File: config.mk
export PLATFORM = sky130hd
export DESIGN_NAME = khc_ctrl
export DESIGN_NICKNAME = d
export VERILOG_FILES = /design/src/rtl/kmer_histogram_counter_top_macros.svh /design/src/rtl/khc_pkg.sv /design/src/rtl/khc_ctrl.sv
export SDC_FILE = /design/constraint.sdc
export NUM_CORES = 1
export LEC_CHECK = 0
export BUFFER_PORTS_ARGS = -buffer_cell sky130_fd_sc_hd__buf_2
export CELL_PAD_IN_SITES_DETAIL_PLACEMENT = 0
export CELL_PAD_IN_SITES_GLOBAL_PLACEMENT = 2
export CORE_UTILIZATION = 24
export DETAILED_ROUTE_END_ITERATION = 10
export GPL_ROUTABILITY_DRIVEN = 1
export HOLD_SLACK_MARGIN = 0.03
export PLACE_DENSITY_LB_ADDON = 0.05
export SLEW_MARGIN = 15
export SYNTH_ARGS = -nofsm -noshare
export SYNTH_HDL_FRONTEND = slang
export SYNTH_SLANG_ARGS = --single-unit
File: constraint.sdc
create_clock -name i_clk -period 1.7 [get_ports i_clk]
set_input_delay 0.34 -clock i_clk [delete_from_list [all_inputs] [get_ports i_clk]]
set_output_delay 0.34 -clock i_clk [all_outputs]
set_load 0.005 [all_outputs]
File: src/rtl/kmer_histogram_counter_top_macros.svh
// assertion macros for the k-mer histogram counter
`ifndef KMER_HISTOGRAM_COUNTER_TOP_MACROS_SVH
`define KMER_HISTOGRAM_COUNTER_TOP_MACROS_SVH

// same-cycle implication, clocked on i_clk, off during reset
`define KHC_ASSERT_IMP(lbl, ante, cons) \
    lbl: assert property (@(posedge i_clk) disable iff (!i_rst_n) (ante) |-> (cons)) \
        else $error("khc assertion failed");

// next-cycle implication, clocked on i_clk, off during reset
`define KHC_ASSERT_NXT(lbl, ante, cons) \
    lbl: assert property (@(posedge i_clk) disable iff (!i_rst_n) (ante) |=> (cons)) \
        else $error("khc assertion failed");

`endif

File: src/rtl/khc_pkg.sv
// package: request/response payloads, modes, control structs, base decode
`default_nettype none

package khc_pkg;

    localparam int unsigned COUNT_W = 32;
    localparam int unsigned INDEX_W = 16;

    typedef enum logic [1:0] {
        MODE_CLEAR = 2'd0,
        MODE_CHAR  = 2'd1,
        MODE_READ  = 2'd2
    } t_mode;

    localparam logic [7:0] CHAR_T = 8'h54;
    localparam logic [7:0] CHAR_C = 8'h43;
    localparam logic [7:0] CHAR_G = 8'h47;
    localparam logic [7:0] CHAR_UPPER_A = 8'h41;
    localparam logic [7:0] CHAR_UPPER_Z = 8'h5A;
    localparam logic [7:0] CHAR_LOWER_A = 8'h61;
    localparam logic [7:0] CHAR_LOWER_Z = 8'h7A;

    localparam logic [1:0] CODE_A = 2'd0;
    localparam logic [1:0] CODE_T = 2'd1;
    localparam logic [1:0] CODE_C = 2'd2;
    localparam logic [1:0] CODE_G = 2'd3;

    typedef struct packed {
        logic [1:0]         mode;
        logic [7:0]         base_char;
        logic [INDEX_W-1:0] read_index;
    } t_in_req;

    typedef struct packed {
        logic [COUNT_W-1:0] count_value;
        logic [INDEX_W-1:0] index_echo;
    } t_out_rsp;

    // controller to datapath
    typedef struct packed {
        logic clr_start;
        logic clr_step;
        logic char_en;
        logic rd_char;
        logic rd_read;
        logic wr_back;
        logic out_load;
    } t_cmd;

    // datapath to controller
    typedef struct packed {
        logic clr_last;
        logic is_letter;
        logic count_now;
        logic out_free;
    } t_sts;

    function automatic logic is_letter(input logic [7:0] c);
        return ((c >= CHAR_UPPER_A) && (c <= CHAR_UPPER_Z)) ||
               ((c >= CHAR_LOWER_A) && (c <= CHAR_LOWER_Z));
    endfunction

    function automatic logic [1:0] base_code(input logic [7:0] c);
        logic [1:0] code;
        code = CODE_A;
        if (c == CHAR_T) code = CODE_T;
        else if (c == CHAR_C) code = CODE_C;
        else if (c == CHAR_G) code = CODE_G;
        return code;
    endfunction

endpackage

`default_nettype wire

File: src/rtl/khc_ctrl.sv
// controller: sequences clear sweeps, count updates and count reads
`default_nettype none

module khc_ctrl import khc_pkg::*; (
    input  wire logic       i_clk,
    input  wire logic       i_rst_n,
    input  wire logic       i_in_valid,
    input  wire logic [1:0] i_mode,
    input  wire t_sts       i_sts,
    output t_cmd            o_cmd,
    output logic            o_in_stall
);

    typedef enum logic [3:0] {
        S_CLEAR = 4'b0001,
        S_IDLE  = 4'b0010,
        S_UPD   = 4'b0100,
        S_RESP  = 4'b1000
    } t_state;

    t_state r_state;
    t_state n_state;

    always_ff @(posedge i_clk) begin
        if (!i_rst_n) begin
            r_state <= S_CLEAR;
        end else begin
            r_state <= n_state;
        end
    end

    always_comb begin
        n_state = r_state;
        o_cmd   = '0;
        unique case (r_state)
            S_CLEAR: begin
                o_cmd.clr_step = 1'b1;
                if (i_sts.clr_last) n_state = S_IDLE;
            end
            S_IDLE: begin
                if (i_in_valid) begin
                    unique case (i_mode)
                        MODE_CLEAR: begin
                            o_cmd.clr_start = 1'b1;
                            n_state = S_CLEAR;
                        end
                        MODE_CHAR: begin
                            if (i_sts.is_letter) begin
                                o_cmd.char_en = 1'b1;
                                if (i_sts.count_now) begin
                                    o_cmd.rd_char = 1'b1;
                                    n_state = S_UPD;
                                end
                            end
                        end
                        MODE_READ: begin
                            o_cmd.rd_read = 1'b1;
                            n_state = S_RESP;
                        end
                        default: ;
                    endcase
                end
            end
            S_UPD: begin
                o_cmd.wr_back = 1'b1;
                n_state = S_IDLE;
            end
            S_RESP: begin
                if (i_sts.out_free) begin
                    o_cmd.out_load = 1'b1;
                    n_state = S_IDLE;
                end
            end
            default: n_state = S_CLEAR;
        endcase
    end

    assign o_in_stall = (r_state != S_IDLE);

endmodule

`default_nettype wire

Word level (Yosys, flattened, before mapping)
Index checks and enable logic that the tools add are counted.

word-level totals
  flip-flop bits (word level) = 4
  bits of input ports = 9
  output and inout port bits = 8
  word-level logic and storage cells = 36

cells by class
  equality and inequality tests = 13
  muxes and demuxes = 20
  reduce and logical (&&, ||, !) cells = 2

operators by type and width
  kind                                                                     number
  4-bit 2-to-1 mux                                                         5
  4-bit case mux with 4 select lines                                       1
  4-bit case mux with 3 select lines                                       1
  1-bit 2-to-1 mux                                                         9
  3-bit 2-to-1 mux                                                         2
  2-bit inequality test, second input constant                             3
  3-bit inequality test, second input constant                             2
  6-bit AND reduction                                                      1
  4-bit by 1-bit equality test with 1-bit output, second input constant    1
  4-bit by 2-bit equality test with 1-bit output, second input constant    1
  4-bit by 3-bit equality test with 1-bit output, second input constant    1
  4-bit equality test, second input constant                               1
  2-bit 2-to-1 mux                                                         2
  4-bit by 1-bit inequality test with 1-bit output, second input constant  1
  4-bit by 2-bit inequality test with 1-bit output, second input constant  1
  2-bit by 1-bit equality test with 1-bit output, second input constant    1
  2-bit equality test, second input constant                               1
  2-bit zero test                                                          1

Logic depth before layout (Yosys ltp)
Gate-level depths: netlist of run 1.

  depth after elaboration = 5
  mapped depth = 5
  gate-level depth less buffers = 5

Least setup slack after synthesis of run 1
No wires, ideal clock.

  kind = register -> output
  from = reg r_state[1]
  to = out o_cmd[3] (netlist bit)
  data arrival time = 1.130 ns
  data required time = 1.360 ns
  path slack = 0.230 ns
  cell stages (with the launch flop) = 5
  path buffers = 1
  path through = dfxtp_1 -> clkbuf_1 -> nor4b_4 -> nand3_1 -> nor2_1

RTL lines
  element                 line            source
  start, declared         khc_ctrl.sv:21  t_state r_state;
  start signal, assigned  khc_ctrl.sv:28  r_state <= n_state;
  end, declared           khc_ctrl.sv:10  output t_cmd o_cmd,

==> results of run 1 <==
layout make-up:
type | count | area, sq um
clock buffers | 3 | 22.52
fillers | 162 | 954.7
inverters | 7 | 26.28
multi-input cells | 35 | 282.8
flip-flops and latches | 4 | 87.58
well taps | 16 | 20.02
repair buffers | 24 | 165.2
timing repair:
action,in CTS,in global routing
setup endpoints to repair,4,5
setup buffers,3,1
pin swaps,1,0
gates resized for setup,3,2
cell usage after synthesis:
cell      number  area [sq um]
a2111o_1       1         11.26
a211oi_1       2         15.01
a21boi_0       1         7.510
a21oi_1        1         5.000
a311oi_1       1         8.760
and3_1         2         12.51
buf_2          1         5.000
buf_4          1         7.510
buf_6          1         11.26
clkbuf_1       1         3.750
dfxtp_1        4         80.08
ha_1           3         37.54
inv_1          7         26.28
nand2_1        2         7.510
nand3_1        1         5.000
nand3b_1       1         7.510
nand4b_1       1         8.760
nor2_1         2         7.510
nor3_1         2         10.01
nor4_1         1         6.260
nor4b_1        1         8.760
nor4b_4        1         23.77
o211ai_1       1         7.510
o21a_1         2         15.01
o21ai_0        2         10.01
o31ai_1        1         7.510
o41a_1         1         11.26
o41ai_1        1         8.760
or2b_1         1         7.510
or3b_1         2         17.52
xor2_1         1         8.760
worst paths after layout:
check	cells past startpoint	endpoint	slack [ns]	startpoint
setup reg to reg	4	r_state[3]	0.21	r_state[0]
setup / recovery	4	o_cmd[2]	0.04	r_state[0]
hold / removal	3	r_state[2]	0.37	i_sts[1]
hold reg to reg	3	r_state[2]	0.64	r_state[0]
through the flow:
step / total power, mW / area (sq um) / hold WS (ns) / TNS (ns)
after CTS: 0.3941 / 575.6 / 0.3731 / 0
after detailed placement: 0.2422 / 513.0 / 0.6224 / 0
after global routing: 0.4192 / 604.3 / 0.4012 / -0.1562
after floorplan: 0.2021 / 410.4 / 0.4887 / 0
after global placement: 0.2442 / 513.0 / 0.6282 / 0
final: 0.3876 / 604.3 / 0.3746 / 0
critical path: cells and delay by family (launching register included):
family	cells	cell delay (ns)
and+or+nand+nor	2	0.46
DFF	1	0.35
buffers and inverters	2	0.27
power by group:
part	leakage [nW]	internal (mW)	switching [mW]
clock network	0.0138	0.0790	0.0400
logic	0.234	0.0858	0.0687
registers	0.0337	0.105	0.00940
routing by layer:
metal / up-vias / wire length, um
met3: 2 / 48
met5: - / 0
li1: 235 / -
met2: 12 / 470
met1: 189 / 475
met4: 0 / 13
cells by family after synthesis:
| logic type | Yosys count | share of synthesized area, % |
|---|---|---|
| AOI/OAI and AO/OA | 14 | 26.22 |
| buffers and inverters | 11 | 13.11 |
| DFF | 4 | 19.51 |
| xor gates and xnor gates | 1 | 2.135 |
| and+or+nand+nor | 17 | 29.88 |
| adders and majority gates | 3 | 9.147 |
cells in the final DEF (no fill, tap or decap), types with 2 or more instances in the layout:
cell type,instances
nand2_1,2
a211oi_1,2
o21a_1,2
or3b_1,2
ha_1,3
dfxtp_1,2
nor2_1,2
dfxtp_4,2
and3_1,2
o21ai_0,2
buf_2,16
nor3_1,2
buf_12,2
inv_1,7
buf_4,6
clkbuf_4,3
==> impl_metrics.env, run 1 <==
export IMPL_outcome="finished with violations"
export IMPL_violations="DRC"
export IMPL_peakVddDrop_mv=0.2140
export IMPL_busiest_layer="met2"
export IMPL_ys_warn_count=0
export IMPL_yosys_register_bits=4
export IMPL_clk_latency_ns=0.24
export IMPL_grtUsageTotal_pct=12.80
export IMPL_power_density_nw_per_um2=641.4
export IMPL_required_ns=1.36
export IMPL_num_vias=438
export IMPL_clkSinkCount=4
export IMPL_die_y_um=43.35
export IMPL_crit_path_max_fanout=3
export IMPL_wl_per_cell_um=11.31
export IMPL_hpwl_um=820.1
export IMPL_finalCriticalPeriod_ns=1.665
export IMPL_avgSynthCellArea_sq_um=8.208
export IMPL_clock_fmax_mhz=600.6
export IMPL_grt_use_met3_pct=5.000
export IMPL_drive_gt1_share_pct=42.47
export IMPL_critical_path_class="reg -> out"
export IMPL_drt_initial_drc_count=14
export IMPL_slew_headroom_pct=79.80
export IMPL_die_area_sq_um=1879
export IMPL_worstHoldPathType="in -> reg"
export IMPL_setup_viol=0
export IMPL_grtUsageMet2_pct=18.79
export IMPL_pre_cts_ws_ns=0.1387
export IMPL_place_inst=82
export IMPL_slowest_delay_ns=0.35
export IMPL_io_pins=17
export IMPL_top_register="r_state"
export IMPL_clk_pin_slew_ns=0.04
export IMPL_diodes=0
export IMPL_viasPerCell=4.921
export IMPL_use_met1_pct=15.86
export IMPL_maxCapViolCount=0
export IMPL_ctsHoldBuffers=0
export IMPL_first_pass_iters=7
export IMPL_htreeDepth=1
export IMPL_rows=14
export IMPL_synthesis_area_sq_um=410.4
export IMPL_drc_errors=4
export IMPL_reg_top3="r_state x4"
export IMPL_first_global_vias=409
export IMPL_p_leak_nw=0.2819
export IMPL_syn2layout_area_growth_pct=47.26
export IMPL_cts_tree="yes"
export IMPL_end_kind="primary output"
export IMPL_io_buffer_count=16
export IMPL_core_area_sq_um=1559
export IMPL_synthCells=50
export IMPL_grt_ovfl_total=0
export IMPL_largest_reg_flops=4
export IMPL_critical_path_slowest_cell="dfxtp_4"
export IMPL_yosysSeqAreaShare_pct=19.51
export IMPL_worstMarginPinSlew_ns=0.3003
export IMPL_crit_arrival_ns=1.32
export IMPL_totalWireLength_mm=1.007
export IMPL_cts_buffers=3
export IMPL_antenna_found_initial=0
export IMPL_crit_chain="nor4b_4 > buf_4 > and3_1 > buf_2"
export IMPL_start_util_pct=26.32
export IMPL_synth_cell_types=31
export IMPL_fin_ws_ns=0.03505
export IMPL_cts_root_buffer="clkbuf_4"
export IMPL_period_share_pct=97.94
export IMPL_grt_max_degree=10
export IMPL_die_w_um=43.35
export IMPL_clock_skew_final_ns=0.003388
export IMPL_cts_max_path_buffers=2
export IMPL_finalMaxSlewViolations=0
export IMPL_hold_violations=0
export IMPL_critPathLaunchType="flop"
export IMPL_utilization_pct=38.76
export IMPL_syn_nets=62
export IMPL_layoutNonFillerInstCount=89
export IMPL_drtAntennaViolNets=0
export IMPL_rsz0062_at_grt="true"
export IMPL_nets=87
export IMPL_routabilityCongestion=0.6958
export IMPL_grt_pass1_wl_mm=1.718
Note: power is estimated with default switching activity, not from simulation.
==> inputs of run 2 (changes only) <==
==> constraint.sdc (replaced) <==
create_clock -name i_clk -period 1.7 [get_ports i_clk]
set_input_delay 0.085 -clock i_clk [delete_from_list [all_inputs] [get_ports i_clk]]
set_output_delay 0.085 -clock i_clk [all_outputs]
set_load 0.005 [all_outputs]
==> impl_metrics.env, run 2 (synthesis results as in run 1) <==
export IMPL_place_area_sq_um=513.0
export IMPL_top_register="r_state"
export IMPL_finalSetupTns_ns=0
export IMPL_slowest_delay_ns=0.34
export IMPL_viasPerCell=5.012
export IMPL_slew_headroom_pct=74.33
export IMPL_setup_viol=0
export IMPL_finalCriticalPeriod_ns=1.576
export IMPL_cts_max_path_buffers=2
export IMPL_holdPathEnd="r_state[2]"
export IMPL_final_area_sq_um=543.0
export IMPL_whs_path_depth=3
export IMPL_hpwl_um=822.1
export IMPL_grt_pass1_wl_mm=1.669
export IMPL_grt_ovfl_total=0
export IMPL_first_global_vias=404
export IMPL_postCtsSetupBuffers=0
export IMPL_hold_violations=0
export IMPL_critical_path_slowest_cell="nor4b_4"
export IMPL_start_util_pct=26.32
export IMPL_rr_worst_depth=3
export IMPL_fin_ws_ns=0.1244
export IMPL_ctsHoldBuffers=0
export IMPL_cts_tree="yes"
export IMPL_rows=14
export IMPL_io_buffer_count=16
export IMPL_nets=84
export IMPL_critPathLaunchType="flop"
export IMPL_crit_path_max_fanout=7
export IMPL_violations="DRC"
export IMPL_drive_gt1_share_pct=35.71
export IMPL_clk_pin_slew_ns=0.04
export IMPL_power_density_nw_per_um2=663.0
export IMPL_clock_fmax_mhz=634.7
export IMPL_antenna_found_initial=0
export IMPL_reg_top3="r_state x4"
export IMPL_die_area_sq_um=1879
export IMPL_cts_buffers=3
export IMPL_critical_path_class="reg -> out"
export IMPL_required_ns=1.62
export IMPL_largest_reg_flops=4
export IMPL_maxCapViolCount=0
export IMPL_crit_top_cell="buf_4"
export IMPL_htreeDepth=1
export IMPL_place_inst=82
export IMPL_grt_max_degree=10
export IMPL_io_pins=17
export IMPL_cts_root_buffer="clkbuf_4"
export IMPL_worstMarginPinSlew_ns=0.3797
export IMPL_die_w_um=43.35
export IMPL_diodes=0
export IMPL_first_pass_iters=7
export IMPL_clkSinkCount=4
export IMPL_num_vias=431
export IMPL_clk_latency_ns=0.23
export IMPL_rsz0062_at_grt="false"
export IMPL_layout_commonest_cell="buf_2"
export IMPL_crit_arrival_ns=1.49
export IMPL_holdWs_ns=0.1207
export IMPL_final_cell_mix="buf_2, inv_1, buf_4"
export IMPL_worstHoldPathType="in -> reg"
export IMPL_routabilityCongestion=0.6592
export IMPL_core_area_sq_um=1559
export IMPL_syn2layout_area_growth_pct=32.32
export IMPL_crit_chain="buf_4 > nor4b_4 > buf_4 > and3_1 > buf_2"
export IMPL_period_share_pct=92.68
export IMPL_wl_per_cell_um=11.43
export IMPL_timing_rr_start="r_state[3]"
export IMPL_peakVddDrop_mv=0.2039
export IMPL_p_leak_nw=0.2563
export IMPL_timing_rr_end="r_state[0]"
export IMPL_layoutNonFillerInstCount=86
export IMPL_clock_skew_final_ns=0.001829
export IMPL_drc_errors=4
export IMPL_totalWireLength_um=983
export IMPL_end_kind="primary output"
export IMPL_finalMaxSlewViolations=0
export IMPL_worst_r2r_setup_slack_ns=0.29
export IMPL_drt_initial_drc_count=10
export IMPL_die_y_um=43.35
export IMPL_drtAntennaViolNets=0
export IMPL_ctsResizeCount=0
export IMPL_p_total_uw=360.0
export IMPL_utilization_pct=34.83
export IMPL_worstHoldStart="i_sts[1]"
export IMPL_outcome="finished with violations"
export IMPL_pre_cts_ws_ns=0.3087
export IMPL_grtUsageTotal_pct=12.05
run 2: cell types whose count changed in the layout (fill, tap and decap cells not counted), sizes merged:
cell  previous run  this run
buf             24        21
run 2: cell type report:
class | count | area (sq um)
sequential | 4 | 80.08
inverter | 7 | 26.28
multi-input combinational | 35 | 276.5
clock buffer | 3 | 22.52
tap | 16 | 20.02
fill | 184 | 1016
timing repair buffer | 21 | 117.6
run 2: metal layers:
metal,up-vias,share of wire (%),GRT usage [%]
li1,225,-,-
met1,197,49,15.42
met2,9,45,17.58
met3,0,5.6,6.250
met4,0,0,3.750
met5,-,0,0
run 2: how the worst max path moves through the flow:
stage,from,to,depth (start not counted)
after global routing,r_state[0],o_cmd[2],5
after global placement,r_state[0],o_cmd[3],5
after floorplan,r_state[0],r_state[3],4
final,r_state[0],o_cmd[6],5
after CTS,r_state[0],o_cmd[4],5
after detailed placement,r_state[3],r_state[0],3
run 2: power breakdown:
part,switching [mW],internal (mW)
sequential,0.00706,0.104
combinational,0.0659,0.0664
clock,0.0376,0.0789
total,0.111,0.249
run 2: worst max-delay path: cells and delay by family, from the launching register on:
family | cells | cell delay (ns)
buf+inv | 3 | 0.45
simple gates | 2 | 0.48
flops | 1 | 0.32
==> inputs of run 3 (changes only) <==
Settings changed: CORE_UTILIZATION 24 to 26, CTS_BUF_LIST set to sky130_fd_sc_hd__clkbuf_8, CTS_CLUSTER_SIZE set to 16.
==> impl_metrics.env, run 3 (synthesis results as in run 1) <==
export IMPL_outcome="completed"
export IMPL_core_area_sq_um=1383
export IMPL_maxCapViolCount=0
export IMPL_first_pass_iters=4
export IMPL_cts_max_path_buffers=2
export IMPL_antenna_found_initial=0
export IMPL_die_y_um=41.73
export IMPL_final_area_sq_um=560.5
export IMPL_num_fill_cells=137
export IMPL_num_vias=444
export IMPL_cts_root_buffer="clkbuf_8"
export IMPL_power_density_nw_per_um2=808.4
export IMPL_clk_pin_slew_ns=0.03
export IMPL_holdWs_ns=0.1350
export IMPL_drc_errors=0
export IMPL_worstMarginPinSlew_ns=0.3693
export IMPL_cts_buffers=3
export IMPL_die_area_sq_um=1741
export IMPL_htreeDepth=1
export IMPL_place_area_sq_um=511.7
export IMPL_slowest_delay_ns=0.35
export IMPL_first_global_vias=419
export IMPL_slew_headroom_pct=75.03
export IMPL_crit_chain="buf_4 > nor4b_4 > buf_4 > and3_1 > buf_2"
export IMPL_ctsHoldBuffers=0
export IMPL_diodes=0
export IMPL_critPathLaunchType="flop"
export IMPL_die_w_um=41.73
export IMPL_grt_pass1_wl_mm=1.794
export IMPL_p_leak_nw=0.2641
export IMPL_nets=84
export IMPL_peakVddDrop_mv=0.3578
export IMPL_crit_family="simple AND/OR/NAND/NOR gates"
export IMPL_period_share_pct=93.74
export IMPL_pre_cts_ws_ns=0.3356
export IMPL_final_cell_mix="buf_2, inv_1, buf_4"
export IMPL_end_kind="primary output"
export IMPL_drive_gt1_share_pct=35.71
export IMPL_crit_top_cell="buf_4"
export IMPL_wl_per_cell_um=12.18
export IMPL_grt_max_degree=10
export IMPL_cp_buffers_inverters=3
export IMPL_finalSetupTns_ns=0
export IMPL_grt_ovfl_total=0
export IMPL_syn2layout_area_growth_pct=36.59
export IMPL_required_ns=1.62
export IMPL_worstHoldPathType="in -> reg"
export IMPL_io_buffer_count=16
export IMPL_finalCriticalPeriod_ns=1.594
export IMPL_viasPerCell=5.224
export IMPL_clock_skew_final_ns=0.0005783
export IMPL_drt_initial_drc_count=4
export IMPL_grtUsageTotal_pct=13.85
export IMPL_hpwl_um=801.2
export IMPL_fin_ws_ns=0.1064
export IMPL_totalWireLength_mm=1.035
export IMPL_rsz0062_at_grt="false"
export IMPL_crit_path_max_fanout=6
export IMPL_largest_reg_flops=4
export IMPL_critical_path_slowest_cell="dfxtp_1"
export IMPL_finalMaxSlewViolations=0
export IMPL_crit_arrival_ns=1.51
export IMPL_rows=13
export IMPL_routabilityCongestion=0.7100
export IMPL_critical_path_class="reg -> out"
export IMPL_io_pins=17
export IMPL_top_register="r_state"
export IMPL_drtAntennaViolNets=0
export IMPL_clock_fmax_mhz=627.5
export IMPL_reg_top3="r_state x4"
export IMPL_setup_viol=0
export IMPL_clkSinkCount=4
export IMPL_layout_commonest_cell="buf_2"
export IMPL_clk_latency_ns=0.22
export IMPL_cts_tree="yes"
export IMPL_hold_violations=0
export IMPL_start_util_pct=29.68
[run 3: changes by cell type in the layout (fill, tap and decap cells not counted)]
cell / delta
clkbuf_4: -3
clkbuf_8: +3
[run 3: repair_timing]
action	CTS	global route
setup endpoints to repair	0	1
resized for setup	0	0
setup buffers	0	1
[run 3: per-stage QoR]
| step | utilization [%] | total power, mW | cells |
|---|---|---|---|
| after floorplan | - | 0.2021 | 50 |
| after global placement | 37.01 | 0.2459 | 81 |
| after global routing | 40.54 | 0.4836 | 85 |
| after CTS | 40.00 | 0.4541 | 84 |
| final | 40.54 | 0.4531 | 85 |
| after detailed placement | 37.01 | 0.2428 | 81 |
[run 3: worst paths after layout]
| path | slack (ns) | cells after the start | from | end |
|---|---|---|---|---|
| setup reg to reg | 0.30 | 3 | r_state[3] | r_state[3] |
| hold / removal | 0.13 | 3 | i_sts[1] | r_state[2] |
| setup / recovery | 0.11 | 5 | r_state[0] | o_cmd[2] |
| hold reg to reg | 0.64 | 3 | r_state[2] | r_state[1] |
[run 3: per-layer routing]
metal | vias to the layer above | GRT usage [%] | wire [um]
met5 | - | 0 | 0
met4 | 0 | 7.742 | 10
met3 | 2 | 6.522 | 62
met2 | 17 | 19.69 | 470
met1 | 200 | 16.93 | 491
li1 | 225 | - | -
[run 3: tightest hold or removal path, cell delays in order]
cell	delay (ns)
buf_2	0.10
nand2_1	0.07
nor3_1	0.05
[run 3: final cells by class]
cell class | count | area [sq um] | area share [%]
Tap cell | 15 | 18.77 | 3.348
Sequential cell | 4 | 80.08 | 14.29
Clock buffer | 3 | 41.29 | 7.366
Inverter | 7 | 26.28 | 4.687
Multi-Input combinational cell | 35 | 276.5 | 49.33
Timing Repair Buffer | 21 | 117.6 | 20.98
[run 3: power breakdown]
part           switching [mW]  total, mW  internal, mW
Sequential             0.0103      0.115         0.104
Combinational          0.0647      0.131        0.0663
Clock                  0.0560      0.208         0.152
Total                   0.131      0.453         0.322
